File: src/rtl/aiu_echo_pkg.sv
// Package for the ARP, ICMP and UDP echo responder: constants, types and microcode table.
package aiu_echo_pkg;

   localparam int ICMP_DATA_BYTES = 32;
   localparam int ICMP_TOTAL      = 42 + ICMP_DATA_BYTES;
   localparam int ARP_TOTAL       = 42;
   localparam int UDP_TOTAL       = 42;
   localparam int STORE_DEPTH     = ICMP_TOTAL;
   localparam int ADDR_W          = $clog2(STORE_DEPTH);

   localparam int COUNT_W   = 7;
   localparam int COUNT_MAX = 127;

   localparam int MIN_ETH = 14;
   localparam int MIN_IP  = 24;

   localparam int POS_ETYPE_HI  = 12;
   localparam int POS_ETYPE_LO  = 13;
   localparam int POS_PROTO     = 23;
   localparam int POS_ICMP_TYPE = 34;
   localparam int POS_TIP       = 38;

   localparam int CSUM_FIRST = 38;
   localparam int CSUM_WORDS = (ICMP_TOTAL - CSUM_FIRST + 1) / 2;
   localparam int CSUM_W     = 16 + $clog2(CSUM_WORDS + 1);

   localparam int ICMP_WORDS = (ICMP_TOTAL + 1) / 2;
   localparam int ARP_WORDS  = (ARP_TOTAL + 1) / 2;
   localparam int UDP_WORDS  = (UDP_TOTAL + 1) / 2;

   localparam int ICMP_BASE   = 9;
   localparam int ARP_BASE    = ICMP_BASE + ICMP_WORDS;
   localparam int UDP_BASE    = ARP_BASE + ARP_WORDS;
   localparam int DONE_ADDR   = UDP_BASE + UDP_WORDS;
   localparam int UCODE_DEPTH = DONE_ADDR + 1;
   localparam int PC_W        = $clog2(UCODE_DEPTH);

   localparam logic [15:0] ETYPE_IPV4    = 16'h0800;
   localparam logic [15:0] ETYPE_ARP     = 16'h0806;
   localparam logic [7:0]  IP_PROT_ICMP  = 8'd1;
   localparam logic [7:0]  IP_PROT_UDP   = 8'd17;
   localparam logic [7:0]  ICMP_ECHO_REQ = 8'h08;

   localparam int          CSR_W       = 2;
   localparam logic [1:0]  CSR_OWN_IP  = 2'd0;
   localparam logic [1:0]  CSR_OWN_MAC = 2'd1;
   localparam logic [1:0]  CSR_UDP_EN  = 2'd2;

   localparam logic [31:0] OWN_IP_RESET  = 32'hC0A852A8;
   localparam logic [47:0] OWN_MAC_RESET = 48'h000C29FBC66B;

   localparam logic [1:0] KIND_ARP  = 2'd0;
   localparam logic [1:0] KIND_ICMP = 2'd1;
   localparam logic [1:0] KIND_UDP  = 2'd2;

   typedef enum logic [1:0] {
      OP_BRANCH = 2'd0,
      OP_EMIT   = 2'd1,
      OP_STOP   = 2'd2
   } op_type;

   typedef enum logic [2:0] {
      COND_SHORT    = 3'd0,
      COND_NOT_ARP  = 3'd1,
      COND_ARP_BAD  = 3'd2,
      COND_NOT_IP   = 3'd3,
      COND_NOT_UDP  = 3'd4,
      COND_UDP_OFF  = 3'd5,
      COND_NOT_ICMP = 3'd6,
      COND_ALWAYS   = 3'd7
   } cond_type;

   typedef enum logic [2:0] {
      SEL_MEM     = 3'd0,
      SEL_MAC     = 3'd1,
      SEL_CONST   = 3'd2,
      SEL_CSUM_HI = 3'd3,
      SEL_CSUM_LO = 3'd4
   } sel_type;

   typedef struct packed {
      sel_type    sel;
      logic [7:0] arg;
   } src_type;

   typedef struct packed {
      op_type          op;
      cond_type        cond;
      logic [PC_W-1:0] target;
      src_type         hi;
      src_type         lo;
      logic [1:0]      kind;
      logic            last;
   } ucode_type;

   function automatic src_type byte_src(input logic [1:0] k, input int j);
      src_type s;
      int      m;
      m     = j;
      s.sel = SEL_MEM;
      s.arg = 8'd0;
      if (k == KIND_ARP) begin
         if (j < 6) begin
            m = j + 6;
         end else if (j < 12) begin
            s.sel = SEL_MAC;
            m     = j - 6;
         end else if (j == 18) begin
            s.sel = SEL_CONST;
            m     = 6;
         end else if (j == 19) begin
            s.sel = SEL_CONST;
            m     = 4;
         end else if (j == 20) begin
            s.sel = SEL_CONST;
            m     = 0;
         end else if (j == 21) begin
            s.sel = SEL_CONST;
            m     = 2;
         end else if (j >= 22 && j < 28) begin
            s.sel = SEL_MAC;
            m     = j - 22;
         end else if (j >= 28 && j < 32) begin
            m = j + 10;
         end else if (j >= 32 && j < 42) begin
            m = j - 10;
         end
      end else begin
         if (j < 6) begin
            m = j + 6;
         end else if (j < 12) begin
            m = j - 6;
         end else if (j >= 26 && j < 30) begin
            m = j + 4;
         end else if (j >= 30 && j < 34) begin
            m = j - 4;
         end else if (k == KIND_UDP) begin
            if (j == 34 || j == 35) begin
               m = j + 2;
            end else if (j == 36 || j == 37) begin
               m = j - 2;
            end
         end else begin
            if (j == 34 || j == 35 || j >= ICMP_TOTAL) begin
               s.sel = SEL_CONST;
               m     = 0;
            end else if (j == 36) begin
               s.sel = SEL_CSUM_HI;
            end else if (j == 37) begin
               s.sel = SEL_CSUM_LO;
            end
         end
      end
      s.arg = 8'(m);
      return s;
   endfunction

   function automatic ucode_type ucode(input logic [PC_W-1:0] addr);
      ucode_type cw;
      int        a;
      int        w;
      a         = int'(addr);
      w         = 0;
      cw.op     = OP_STOP;
      cw.cond   = COND_ALWAYS;
      cw.target = PC_W'(DONE_ADDR);
      cw.hi     = '{sel: SEL_CONST, arg: 8'd0};
      cw.lo     = '{sel: SEL_CONST, arg: 8'd0};
      cw.kind   = KIND_ARP;
      cw.last   = 1'b0;
      if (a < ICMP_BASE) begin
         cw.op = OP_BRANCH;
         case (a)
            0: cw.cond = COND_SHORT;
            1: begin
               cw.cond   = COND_NOT_ARP;
               cw.target = PC_W'(4);
            end
            2: cw.cond = COND_ARP_BAD;
            3: cw.target = PC_W'(ARP_BASE);
            4: cw.cond = COND_NOT_IP;
            5: begin
               cw.cond   = COND_NOT_UDP;
               cw.target = PC_W'(8);
            end
            6: cw.cond = COND_UDP_OFF;
            7: cw.target = PC_W'(UDP_BASE);
            default: cw.cond = COND_NOT_ICMP;
         endcase
      end else if (a < ARP_BASE) begin
         w       = a - ICMP_BASE;
         cw.op   = OP_EMIT;
         cw.kind = KIND_ICMP;
         cw.hi   = byte_src(KIND_ICMP, 2 * w);
         cw.lo   = byte_src(KIND_ICMP, 2 * w + 1);
         cw.last = (w == ICMP_WORDS - 1);
      end else if (a < UDP_BASE) begin
         w       = a - ARP_BASE;
         cw.op   = OP_EMIT;
         cw.kind = KIND_ARP;
         cw.hi   = byte_src(KIND_ARP, 2 * w);
         cw.lo   = byte_src(KIND_ARP, 2 * w + 1);
         cw.last = (w == ARP_WORDS - 1);
      end else if (a < DONE_ADDR) begin
         w       = a - UDP_BASE;
         cw.op   = OP_EMIT;
         cw.kind = KIND_UDP;
         cw.hi   = byte_src(KIND_UDP, 2 * w);
         cw.lo   = byte_src(KIND_UDP, 2 * w + 1);
         cw.last = (w == UDP_WORDS - 1);
      end
      return cw;
   endfunction

endpackage

File: src/rtl/arp_icmp_udp_echo_responder.sv
// ARP, ICMP echo and UDP header echo responder with a microcoded reply sequencer.
//
// Frame bytes enter on the req_ channel, one transaction per byte, starting at the
// destination MAC; req_rx_last marks the final byte. Bytes are taken one per cycle while
// the sequencer is idle and stored in a frame buffer while an ICMP checksum sum builds
// up on the fly. When the final byte is taken, a microcode program in a constant table
// runs: a few branch steps classify the frame, then one step per reply word reads
// two buffer bytes through the buffer's two read ports. Reply words leave on the rsp_
// channel, one per cycle while rsp_stall is low, after passing the buffer read
// registers and the output registers; an ARP or UDP reply is 21 words, an ICMP echo
// reply 37 words. req_stall stays high from the final byte until the last reply
// word has been issued into the output pipeline, or until the program stops on a
// frame that gets no reply.
// When rsp_stall is high with a word waiting, the whole sequencer and buffer read
// pipeline hold. Reset clears the sequencer, the byte counter, the output valid
// and sets the configuration registers to their defaults. The csr_ port takes one
// register write per cycle and is always ready.
module arp_icmp_udp_echo_responder (
   input  logic                           clock,
   input  logic                           reset,
   input  logic                           req_valid,
   output logic                           req_stall,
   input  logic [7:0]                     req_rx_byte,
   input  logic                           req_rx_last,
   output logic                           rsp_valid,
   input  logic                           rsp_stall,
   output logic [15:0]                    rsp_tx_word,
   output logic [1:0]                     rsp_reply_kind,
   output logic                           rsp_tx_last,
   input  logic                           csr_valid,
   output logic                           csr_ready,
   input  logic [aiu_echo_pkg::CSR_W-1:0] csr_index,
   input  logic [47:0]                    csr_wdata
);

   localparam int CW = aiu_echo_pkg::COUNT_W;
   localparam int AW = aiu_echo_pkg::ADDR_W;
   localparam int PW = aiu_echo_pkg::PC_W;
   localparam int SW = aiu_echo_pkg::CSUM_W;

   logic [31:0] own_ip_ff, own_ip_in;
   logic [47:0] own_mac_ff, own_mac_in;
   logic        udp_en_ff, udp_en_in;

   logic [CW-1:0] cnt_ff, cnt_in;
   logic [CW-1:0] len_ff, len_in;
   logic [CW-1:0] cnt_inc;
   logic [15:0]   etype_ff, etype_in;
   logic [7:0]    proto_ff, proto_in;
   logic [7:0]    icmp_type_ff, icmp_type_in;
   logic [31:0]   tip_ff, tip_in;
   logic [SW-1:0] sum_ff, sum_in;
   logic [SW-1:0] sum_add;

   logic [7:0] store_mem [aiu_echo_pkg::STORE_DEPTH];
   logic [7:0] rd_hi_ff;
   logic [7:0] rd_lo_ff;

   logic                      busy_ff, busy_in;
   logic [PW-1:0]             pc_ff, pc_in;
   aiu_echo_pkg::ucode_type   cw;
   logic                      cond_true;

   logic                      b_valid_ff, b_valid_in;
   aiu_echo_pkg::ucode_type   b_ctrl_ff, b_ctrl_in;

   logic        rsp_valid_ff, rsp_valid_in;
   logic [15:0] rsp_tx_word_ff, rsp_tx_word_in;
   logic [1:0]  rsp_reply_kind_ff, rsp_reply_kind_in;
   logic        rsp_tx_last_ff, rsp_tx_last_in;

   logic        req_accept;
   logic        adv;
   logic [16:0] fold1;
   logic [15:0] fold2;
   logic [15:0] csum;

   function automatic logic [7:0] pick(input aiu_echo_pkg::src_type s, input logic [7:0] rd,
                                       input logic [47:0] mac, input logic [15:0] ck);
      logic [7:0] v;
      v = 8'd0;
      case (s.sel)
         aiu_echo_pkg::SEL_MEM:     v = rd;
         aiu_echo_pkg::SEL_CONST:   v = s.arg;
         aiu_echo_pkg::SEL_CSUM_HI: v = ck[15:8];
         aiu_echo_pkg::SEL_CSUM_LO: v = ck[7:0];
         aiu_echo_pkg::SEL_MAC: begin
            case (s.arg[2:0])
               3'd0:    v = mac[47:40];
               3'd1:    v = mac[39:32];
               3'd2:    v = mac[31:24];
               3'd3:    v = mac[23:16];
               3'd4:    v = mac[15:8];
               3'd5:    v = mac[7:0];
               default: v = 8'd0;
            endcase
         end
         default: v = 8'd0;
      endcase
      return v;
   endfunction

   assign req_stall  = busy_ff;
   assign req_accept = req_valid && !busy_ff;
   assign csr_ready  = 1'b1;
   assign adv        = !rsp_valid_ff || !rsp_stall;
   assign cw         = aiu_echo_pkg::ucode(pc_ff);

   always_comb begin
      own_ip_in  = own_ip_ff;
      own_mac_in = own_mac_ff;
      udp_en_in  = udp_en_ff;
      if (csr_valid) begin
         case (csr_index)
            aiu_echo_pkg::CSR_OWN_IP:  own_ip_in  = csr_wdata[31:0];
            aiu_echo_pkg::CSR_OWN_MAC: own_mac_in = csr_wdata;
            aiu_echo_pkg::CSR_UDP_EN:  udp_en_in  = csr_wdata[0];
            default:                   own_ip_in  = own_ip_ff;
         endcase
      end
   end

   always_comb begin
      cnt_inc      = (cnt_ff < CW'(aiu_echo_pkg::COUNT_MAX)) ? cnt_ff + CW'(1) : cnt_ff;
      cnt_in       = cnt_ff;
      len_in       = len_ff;
      etype_in     = etype_ff;
      proto_in     = proto_ff;
      icmp_type_in = icmp_type_ff;
      tip_in       = tip_ff;
      sum_add      = '0;
      if (cnt_ff >= CW'(aiu_echo_pkg::CSUM_FIRST) && cnt_ff < CW'(aiu_echo_pkg::ICMP_TOTAL)) begin
         sum_add = cnt_ff[0] ? SW'({8'd0, req_rx_byte}) : SW'({req_rx_byte, 8'd0});
      end
      sum_in = sum_ff;
      if (req_accept) begin
         sum_in = ((cnt_ff == '0) ? '0 : sum_ff) + sum_add;
         cnt_in = req_rx_last ? '0 : cnt_inc;
         if (req_rx_last) begin
            len_in = cnt_inc;
         end
         if (cnt_ff == CW'(aiu_echo_pkg::POS_ETYPE_HI)) begin
            etype_in[15:8] = req_rx_byte;
         end
         if (cnt_ff == CW'(aiu_echo_pkg::POS_ETYPE_LO)) begin
            etype_in[7:0] = req_rx_byte;
         end
         if (cnt_ff == CW'(aiu_echo_pkg::POS_PROTO)) begin
            proto_in = req_rx_byte;
         end
         if (cnt_ff == CW'(aiu_echo_pkg::POS_ICMP_TYPE)) begin
            icmp_type_in = req_rx_byte;
         end
         if (cnt_ff == CW'(aiu_echo_pkg::POS_TIP)) begin
            tip_in[31:24] = req_rx_byte;
         end
         if (cnt_ff == CW'(aiu_echo_pkg::POS_TIP + 1)) begin
            tip_in[23:16] = req_rx_byte;
         end
         if (cnt_ff == CW'(aiu_echo_pkg::POS_TIP + 2)) begin
            tip_in[15:8] = req_rx_byte;
         end
         if (cnt_ff == CW'(aiu_echo_pkg::POS_TIP + 3)) begin
            tip_in[7:0] = req_rx_byte;
         end
      end
   end

   always_comb begin
      case (cw.cond)
         aiu_echo_pkg::COND_SHORT:
            cond_true = len_ff < CW'(aiu_echo_pkg::MIN_ETH);
         aiu_echo_pkg::COND_NOT_ARP:
            cond_true = etype_ff != aiu_echo_pkg::ETYPE_ARP;
         aiu_echo_pkg::COND_ARP_BAD:
            cond_true = len_ff < CW'(aiu_echo_pkg::ARP_TOTAL) || tip_ff != own_ip_ff;
         aiu_echo_pkg::COND_NOT_IP:
            cond_true = etype_ff != aiu_echo_pkg::ETYPE_IPV4 ||
                        len_ff < CW'(aiu_echo_pkg::MIN_IP);
         aiu_echo_pkg::COND_NOT_UDP:
            cond_true = proto_ff != aiu_echo_pkg::IP_PROT_UDP;
         aiu_echo_pkg::COND_UDP_OFF:
            cond_true = len_ff < CW'(aiu_echo_pkg::UDP_TOTAL) || !udp_en_ff;
         aiu_echo_pkg::COND_NOT_ICMP:
            cond_true = proto_ff != aiu_echo_pkg::IP_PROT_ICMP ||
                        len_ff < CW'(aiu_echo_pkg::ICMP_TOTAL) ||
                        icmp_type_ff != aiu_echo_pkg::ICMP_ECHO_REQ;
         aiu_echo_pkg::COND_ALWAYS:
            cond_true = 1'b1;
         default:
            cond_true = 1'b0;
      endcase
   end

   always_comb begin
      busy_in    = busy_ff;
      pc_in      = pc_ff;
      b_valid_in = b_valid_ff;
      b_ctrl_in  = b_ctrl_ff;
      if (req_accept && req_rx_last) begin
         busy_in = 1'b1;
         pc_in   = '0;
      end
      if (adv) begin
         b_valid_in = busy_ff && cw.op == aiu_echo_pkg::OP_EMIT;
         b_ctrl_in  = cw;
         if (busy_ff) begin
            case (cw.op)
               aiu_echo_pkg::OP_BRANCH: pc_in = cond_true ? cw.target : pc_ff + PW'(1);
               aiu_echo_pkg::OP_EMIT: begin
                  pc_in = pc_ff + PW'(1);
                  if (cw.last) begin
                     busy_in = 1'b0;
                  end
               end
               default: busy_in = 1'b0;
            endcase
         end
      end
   end

   always_comb begin
      fold1 = 17'(sum_ff[15:0]) + 17'(sum_ff[SW-1:16]);
      fold2 = fold1[15:0] + 16'(fold1[16]);
      csum  = ~fold2;
   end

   always_comb begin
      rsp_valid_in      = rsp_valid_ff;
      rsp_tx_word_in    = rsp_tx_word_ff;
      rsp_reply_kind_in = rsp_reply_kind_ff;
      rsp_tx_last_in    = rsp_tx_last_ff;
      if (adv) begin
         rsp_valid_in      = b_valid_ff;
         rsp_tx_word_in    = {pick(b_ctrl_ff.hi, rd_hi_ff, own_mac_ff, csum),
                              pick(b_ctrl_ff.lo, rd_lo_ff, own_mac_ff, csum)};
         rsp_reply_kind_in = b_ctrl_ff.kind;
         rsp_tx_last_in    = b_ctrl_ff.last;
      end
   end

   always_ff @(posedge clock) begin
      if (req_accept && cnt_ff < CW'(aiu_echo_pkg::STORE_DEPTH)) begin
         store_mem[cnt_ff[AW-1:0]] <= req_rx_byte;
      end
   end

   always_ff @(posedge clock) begin
      if (adv) begin
         rd_hi_ff <= store_mem[cw.hi.arg[AW-1:0]];
         rd_lo_ff <= store_mem[cw.lo.arg[AW-1:0]];
      end
   end

   always_ff @(posedge clock) begin
      if (reset) begin
         own_ip_ff    <= aiu_echo_pkg::OWN_IP_RESET;
         own_mac_ff   <= aiu_echo_pkg::OWN_MAC_RESET;
         udp_en_ff    <= 1'b1;
         cnt_ff       <= '0;
         busy_ff      <= 1'b0;
         pc_ff        <= '0;
         b_valid_ff   <= 1'b0;
         rsp_valid_ff <= 1'b0;
      end else begin
         own_ip_ff    <= own_ip_in;
         own_mac_ff   <= own_mac_in;
         udp_en_ff    <= udp_en_in;
         cnt_ff       <= cnt_in;
         busy_ff      <= busy_in;
         pc_ff        <= pc_in;
         b_valid_ff   <= b_valid_in;
         rsp_valid_ff <= rsp_valid_in;
      end
   end

   always_ff @(posedge clock) begin
      len_ff            <= len_in;
      etype_ff          <= etype_in;
      proto_ff          <= proto_in;
      icmp_type_ff      <= icmp_type_in;
      tip_ff            <= tip_in;
      sum_ff            <= sum_in;
      b_ctrl_ff         <= b_ctrl_in;
      rsp_tx_word_ff    <= rsp_tx_word_in;
      rsp_reply_kind_ff <= rsp_reply_kind_in;
      rsp_tx_last_ff    <= rsp_tx_last_in;
   end

   assign rsp_valid      = rsp_valid_ff;
   assign rsp_tx_word    = rsp_tx_word_ff;
   assign rsp_reply_kind = rsp_reply_kind_ff;
   assign rsp_tx_last    = rsp_tx_last_ff;

   a_start: assert property (@(posedge clock) disable iff (reset)
      req_accept && req_rx_last |=> busy_ff && pc_ff == '0)
      else $error("sequencer did not start at the end of a frame");

   a_pc_range: assert property (@(posedge clock) disable iff (reset)
      busy_ff |-> int'(pc_ff) < aiu_echo_pkg::UCODE_DEPTH)
      else $error("microcode step counter out of range");

   a_last_ends: assert property (@(posedge clock) disable iff (reset)
      busy_ff && adv && cw.op == aiu_echo_pkg::OP_EMIT && cw.last |=> !busy_ff)
      else $error("sequencer still busy after the last reply word");

   a_kind_steady: assert property (@(posedge clock) disable iff (reset)
      b_valid_ff && rsp_valid_ff && !rsp_tx_last_ff |-> b_ctrl_ff.kind == rsp_reply_kind_ff)
      else $error("reply kind changed within one reply");

endmodule
File: config.mk
export PLATFORM = sky130hd
export DESIGN_NAME = arp_icmp_udp_echo_responder
export DESIGN_NICKNAME = d
export VERILOG_FILES = /design/src/rtl/aiu_echo_pkg.sv /design/src/rtl/arp_icmp_udp_echo_responder.sv
export SDC_FILE = /design/constraint.sdc
export NUM_CORES = 1
export LEC_CHECK = 0
export BUFFER_PORTS_ARGS = -buffer_cell sky130_fd_sc_hd__buf_2
export CAP_MARGIN = 10
export CORE_ASPECT_RATIO = 1.4
export CORE_MARGIN = 4
export CORE_UTILIZATION = 50
export CTS_BUF_LIST = sky130_fd_sc_hd__clkbuf_4 sky130_fd_sc_hd__clkbuf_8
export CTS_CLUSTER_SIZE = 40
export DETAILED_ROUTE_END_ITERATION = 8
export GPL_TIMING_DRIVEN = 0
export HOLD_SLACK_MARGIN = 0.15
export PLACE_DENSITY = 0.72
export SYNTH_ARGS = -nofsm -noshare
export SYNTH_HDL_FRONTEND = slang
export SYNTH_SLANG_ARGS = --single-unit
File: constraint.sdc
create_clock -name clock -period 7.1 [get_ports clock]
set_input_delay 1.42 -clock clock [delete_from_list [all_inputs] [get_ports clock]]
set_output_delay 1.42 -clock clock [all_outputs]
set_load 0.01 [all_outputs]
==> run summary <==
Die Height = 353.7 um
Vias = 33140
Grt ovf = 0
Final instance area = 47370 um^2
Post-synthesis sequential area ratio = 0.5672
Initial Utilization = 0.5052
Synth area leader = edfxtp_1
Drt first pass iters = 6
Inserted Clock Buffers = 132
Post-DP Area = 44720 um^2
CTS Hold Bufs = 0
Clock skew after layout = 49.41 ps
Distinct cells, synth = 124
Crit Path Max Fanout = 13
CP dominant cell by count = buf_2
I/O Pins = 86
Via/cell ratio = 6.427
Vias in the first global route = 32350
Crit-path max cell delay = 550 ps
Gpl congestion = 1.037
FMAX = 0.1418 GHz
CP Launch Type = flop
GRT Total Usage = 0.3245
Clk sink count = 839
Synth Register Bits = 839
Pwr/cell area = 261.5 nW/um^2
DRC viols = 0
Ys flop type = edfxtp_1
Die X = 255.0 um
Worst EP required = 7540 ps
Fin. max-slew vios = 0
Fraction of layout cells with a size suffix above 1 = 0.1404
Initial antenna violation count = 3
P_leak = 15.96 nW
Asr flop ratio synth = 0
Slowest CP cell = or4_1
Final setup violation count = 0
Crit path kind = flop to flop
Final hold vios = 0
Core Box Area = 84500 um^2
Root Driver = clkbuf_8
Crit. End Element = flop
Worst hold path type = flop to flop
Post-Synth Simple-Gate Area = 0.1400
Synth top area share = 0.5212
Post-synth top cells = edfxtp_1 (741), nand2_1 (631), a21oi_1 (303)
Pwr Total = 12.38 mW
Fillers = 7171
Measured slew at the worst slew-check pin = 1290 ps
Cell row count = 126
H-Tree Depth = 4
Status = completed
Post-synthesis adder-cell area fraction = 0.01577
Largest cells by area after synthesis = edfxtp_1 (52%), mux2i_1 (5.7%), nand2_1 (5.5%)
Area Growth Syn to Fin = 10.96%
Unrepaired setup endpoints after global routing = yes
DIE AREA = 90190 um^2
Total Negative Setup Slacks = 0 ps
Largest net degree at the start of global routing = 84
Count leader, synth = edfxtp_1
Starting DRT DRC Count = 3620
Drt wl/cell = 29.03 um
Crit path cell chain = buf_2 > inv_1 > clkbuf_4 > ha_2 > buf_2 > xor2_2 > clkbuf_4 > inv_1 > ha_1 > nor2b_1 > xnor2_1 > or4_1 > xor2_4 > o21ai_0 > a21bo_2 > o2bb2ai_4 > buf_2 > clkdlybuf4s18_2 > nand3_1 > o211ai_1 > a32oi_1
Syn_area_per_cell = 11.40 um^2
Final WL = 149700 um
Maximum root-to-sink buffer count = 3
First-pass GRT wire length = 213600 um
Post-synth EDFFs = 741
Cells after synthesis = 3746
Rel. slew slack = 0.1400
Final ANT Viol Nets = 0
Worst-path clk slew = 60 ps
Syn Nets = 3861
Peak VDD IR = 0.0001343 V
Syn. warnings = 0
Nets@finish = 4088
Cell area after synthesis = 42690 um^2
Tmin final = 7050 ps
XOR/XNOR share of the synthesized area = 0.02289
Post-synthesis mux area share = 0.09153
HPWL Detailed = 109800 um
Worst skew pair latency = 800 ps
Compound-Gate Fraction of Synth Area = 0.1302
Tcrit/Tclk final = 0.9930
Largest family of logic cells by synthesized area = simple AND/OR/NAND/NOR gates
Port Buffers = 83
Arrival time at the worst endpoint = 7490 ps
CTS tree = done
MaxCap Viol Count = 0
-- area by class of cell --
cell class | count | area (um^2) | share of cell area
flip-flops and latches | 839 | 24210 | 0.5112
multi-input cells | 2613 | 17160 | 0.3622
clock buffers | 173 | 2175 | 0.04591
well taps | 1088 | 1361 | 0.02874
plain buffers | 241 | 1234 | 0.02604
repair buffers | 94 | 693.2 | 0.01463
clock inverters | 54 | 329.1 | 0.006947
inverters | 52 | 200.2 | 0.004226
diodes | 2 | 5.005 | 0.0001057
-- cells by family after synthesis --
logic type      Yosys count
compound gates          832
xor+xnor                109
fa+ha+maj                53
buf+inv                 294
flops                   839
mux                     329
other cells               2
simple gates           1288
-- where the power goes --
group | internal (mW) | total (mW) | switching, mW
Clock | 2.07 | 3.98 | 1.91
Sequential | 5.52 | 5.60 | 0.0745
Combinational | 0.912 | 2.81 | 1.89
Total | 8.51 | 12.4 | 3.87
-- worst paths after layout --
check                    start           to  slack (ps)  cells after the start
setup reg to reg      pc_ff[0]  rd_lo_ff[0]          50                     21
hold reg to reg   b_ctrl_ff[0]  rsp_tx_last         420                      0
hold / removal    b_ctrl_ff[0]  rsp_tx_last         420                      0
setup / recovery      pc_ff[0]  rd_lo_ff[0]          50                     21
-- layer usage --
metal	routed length, um	track usage	share of wire
met1	51690	0.3736	0.35
met2	71010	0.5282	0.47
met3	12920	0.06510	0.086
met4	14080	0.2519	0.094
met5	0	0	0
-- sequential cells by signal, summed over array words and instances, names as in the netlist --
| name | cells |
|---|---|
| req_stall | 1 |
| own_ip_ff | 32 |
| own_mac_ff | 48 |
| etype_ff | 16 |
| rsp_tx_word | 16 |
| rd_hi_ff | 8 |
| rsp_tx_last | 1 |
| rsp_reply_kind | 2 |
| len_ff | 6 |
| sum_ff | 21 |
| rsp_valid | 1 |
| store_mem | 592 |
| icmp_type_ff | 8 |
| cnt_ff | 7 |
| proto_ff | 8 |
| udp_en_ff | 1 |
| b_ctrl_ff | 23 |
| pc_ff | 7 |
| rd_lo_ff | 8 |
| b_valid_ff | 1 |
| tip_ff | 32 |
-- stage by stage --
stage,hold slack (ps),utilization,worst slack [ps],cells
2_1_floorplan,400.3,-,1918,3746
3_3_place_gp,403.5,0.5262,-1778,4917
3_5_place_dp,405.2,0.5292,-1754,4926
4_1_cts,418.8,0.5596,10.70,5153
5_1_grt,423.9,0.5605,-27.04,5155
6_report,423.6,0.5606,49.58,5156
-- critical path: cells and delay by family, from the launching register on --
kind / cells / cell delay [ps]
buffers and inverters: 8 / 2430
AO/OA/AOI/OAI: 5 / 1500
AND/OR/NAND/NOR: 3 / 940
XOR/XNOR: 3 / 830
flip-flops: 1 / 520
adder cells (fa/ha/maj): 2 / 430
-- repair_timing --
| item | in CTS | in global routing |
|---|---|---|
| resized for setup | 30 | 19 |
| pin swaps | 2 | 2 |
| buffers inserted | 0 | 0 |
| endpoints found under the setup margin | 21 | 14 |
-- placed cells by master, fill, tap and decap left out, types with 19 or more instances in the layout --
master,instances
edfxtp_1,741
o21ai_0,103
o21ai_1,22
nand2_1,630
a21oi_1,303
xnor2_1,82
mux2_2,40
mux4_2,45
a22oi_1,47
nand3_1,125
clkbuf_8,140
a31oi_1,30
xor2_1,23
nor2b_1,21
dfxtp_1,97
mux2i_1,243
nor3_1,42
buf_4,37
o22ai_1,19
nand3b_1,38
buf_2,132
a22o_1,52
o211ai_1,21
a32oi_1,25
a211oi_1,27
ha_1,47
clkbuf_4,38
nand2b_1,22
clkinv_1,34
nand4_1,31
clkbuf_1,103
inv_1,42
nor2_1,214
and2_1,52
and3_1,35
No activity file was read; power rests on OpenSTA's default activity.
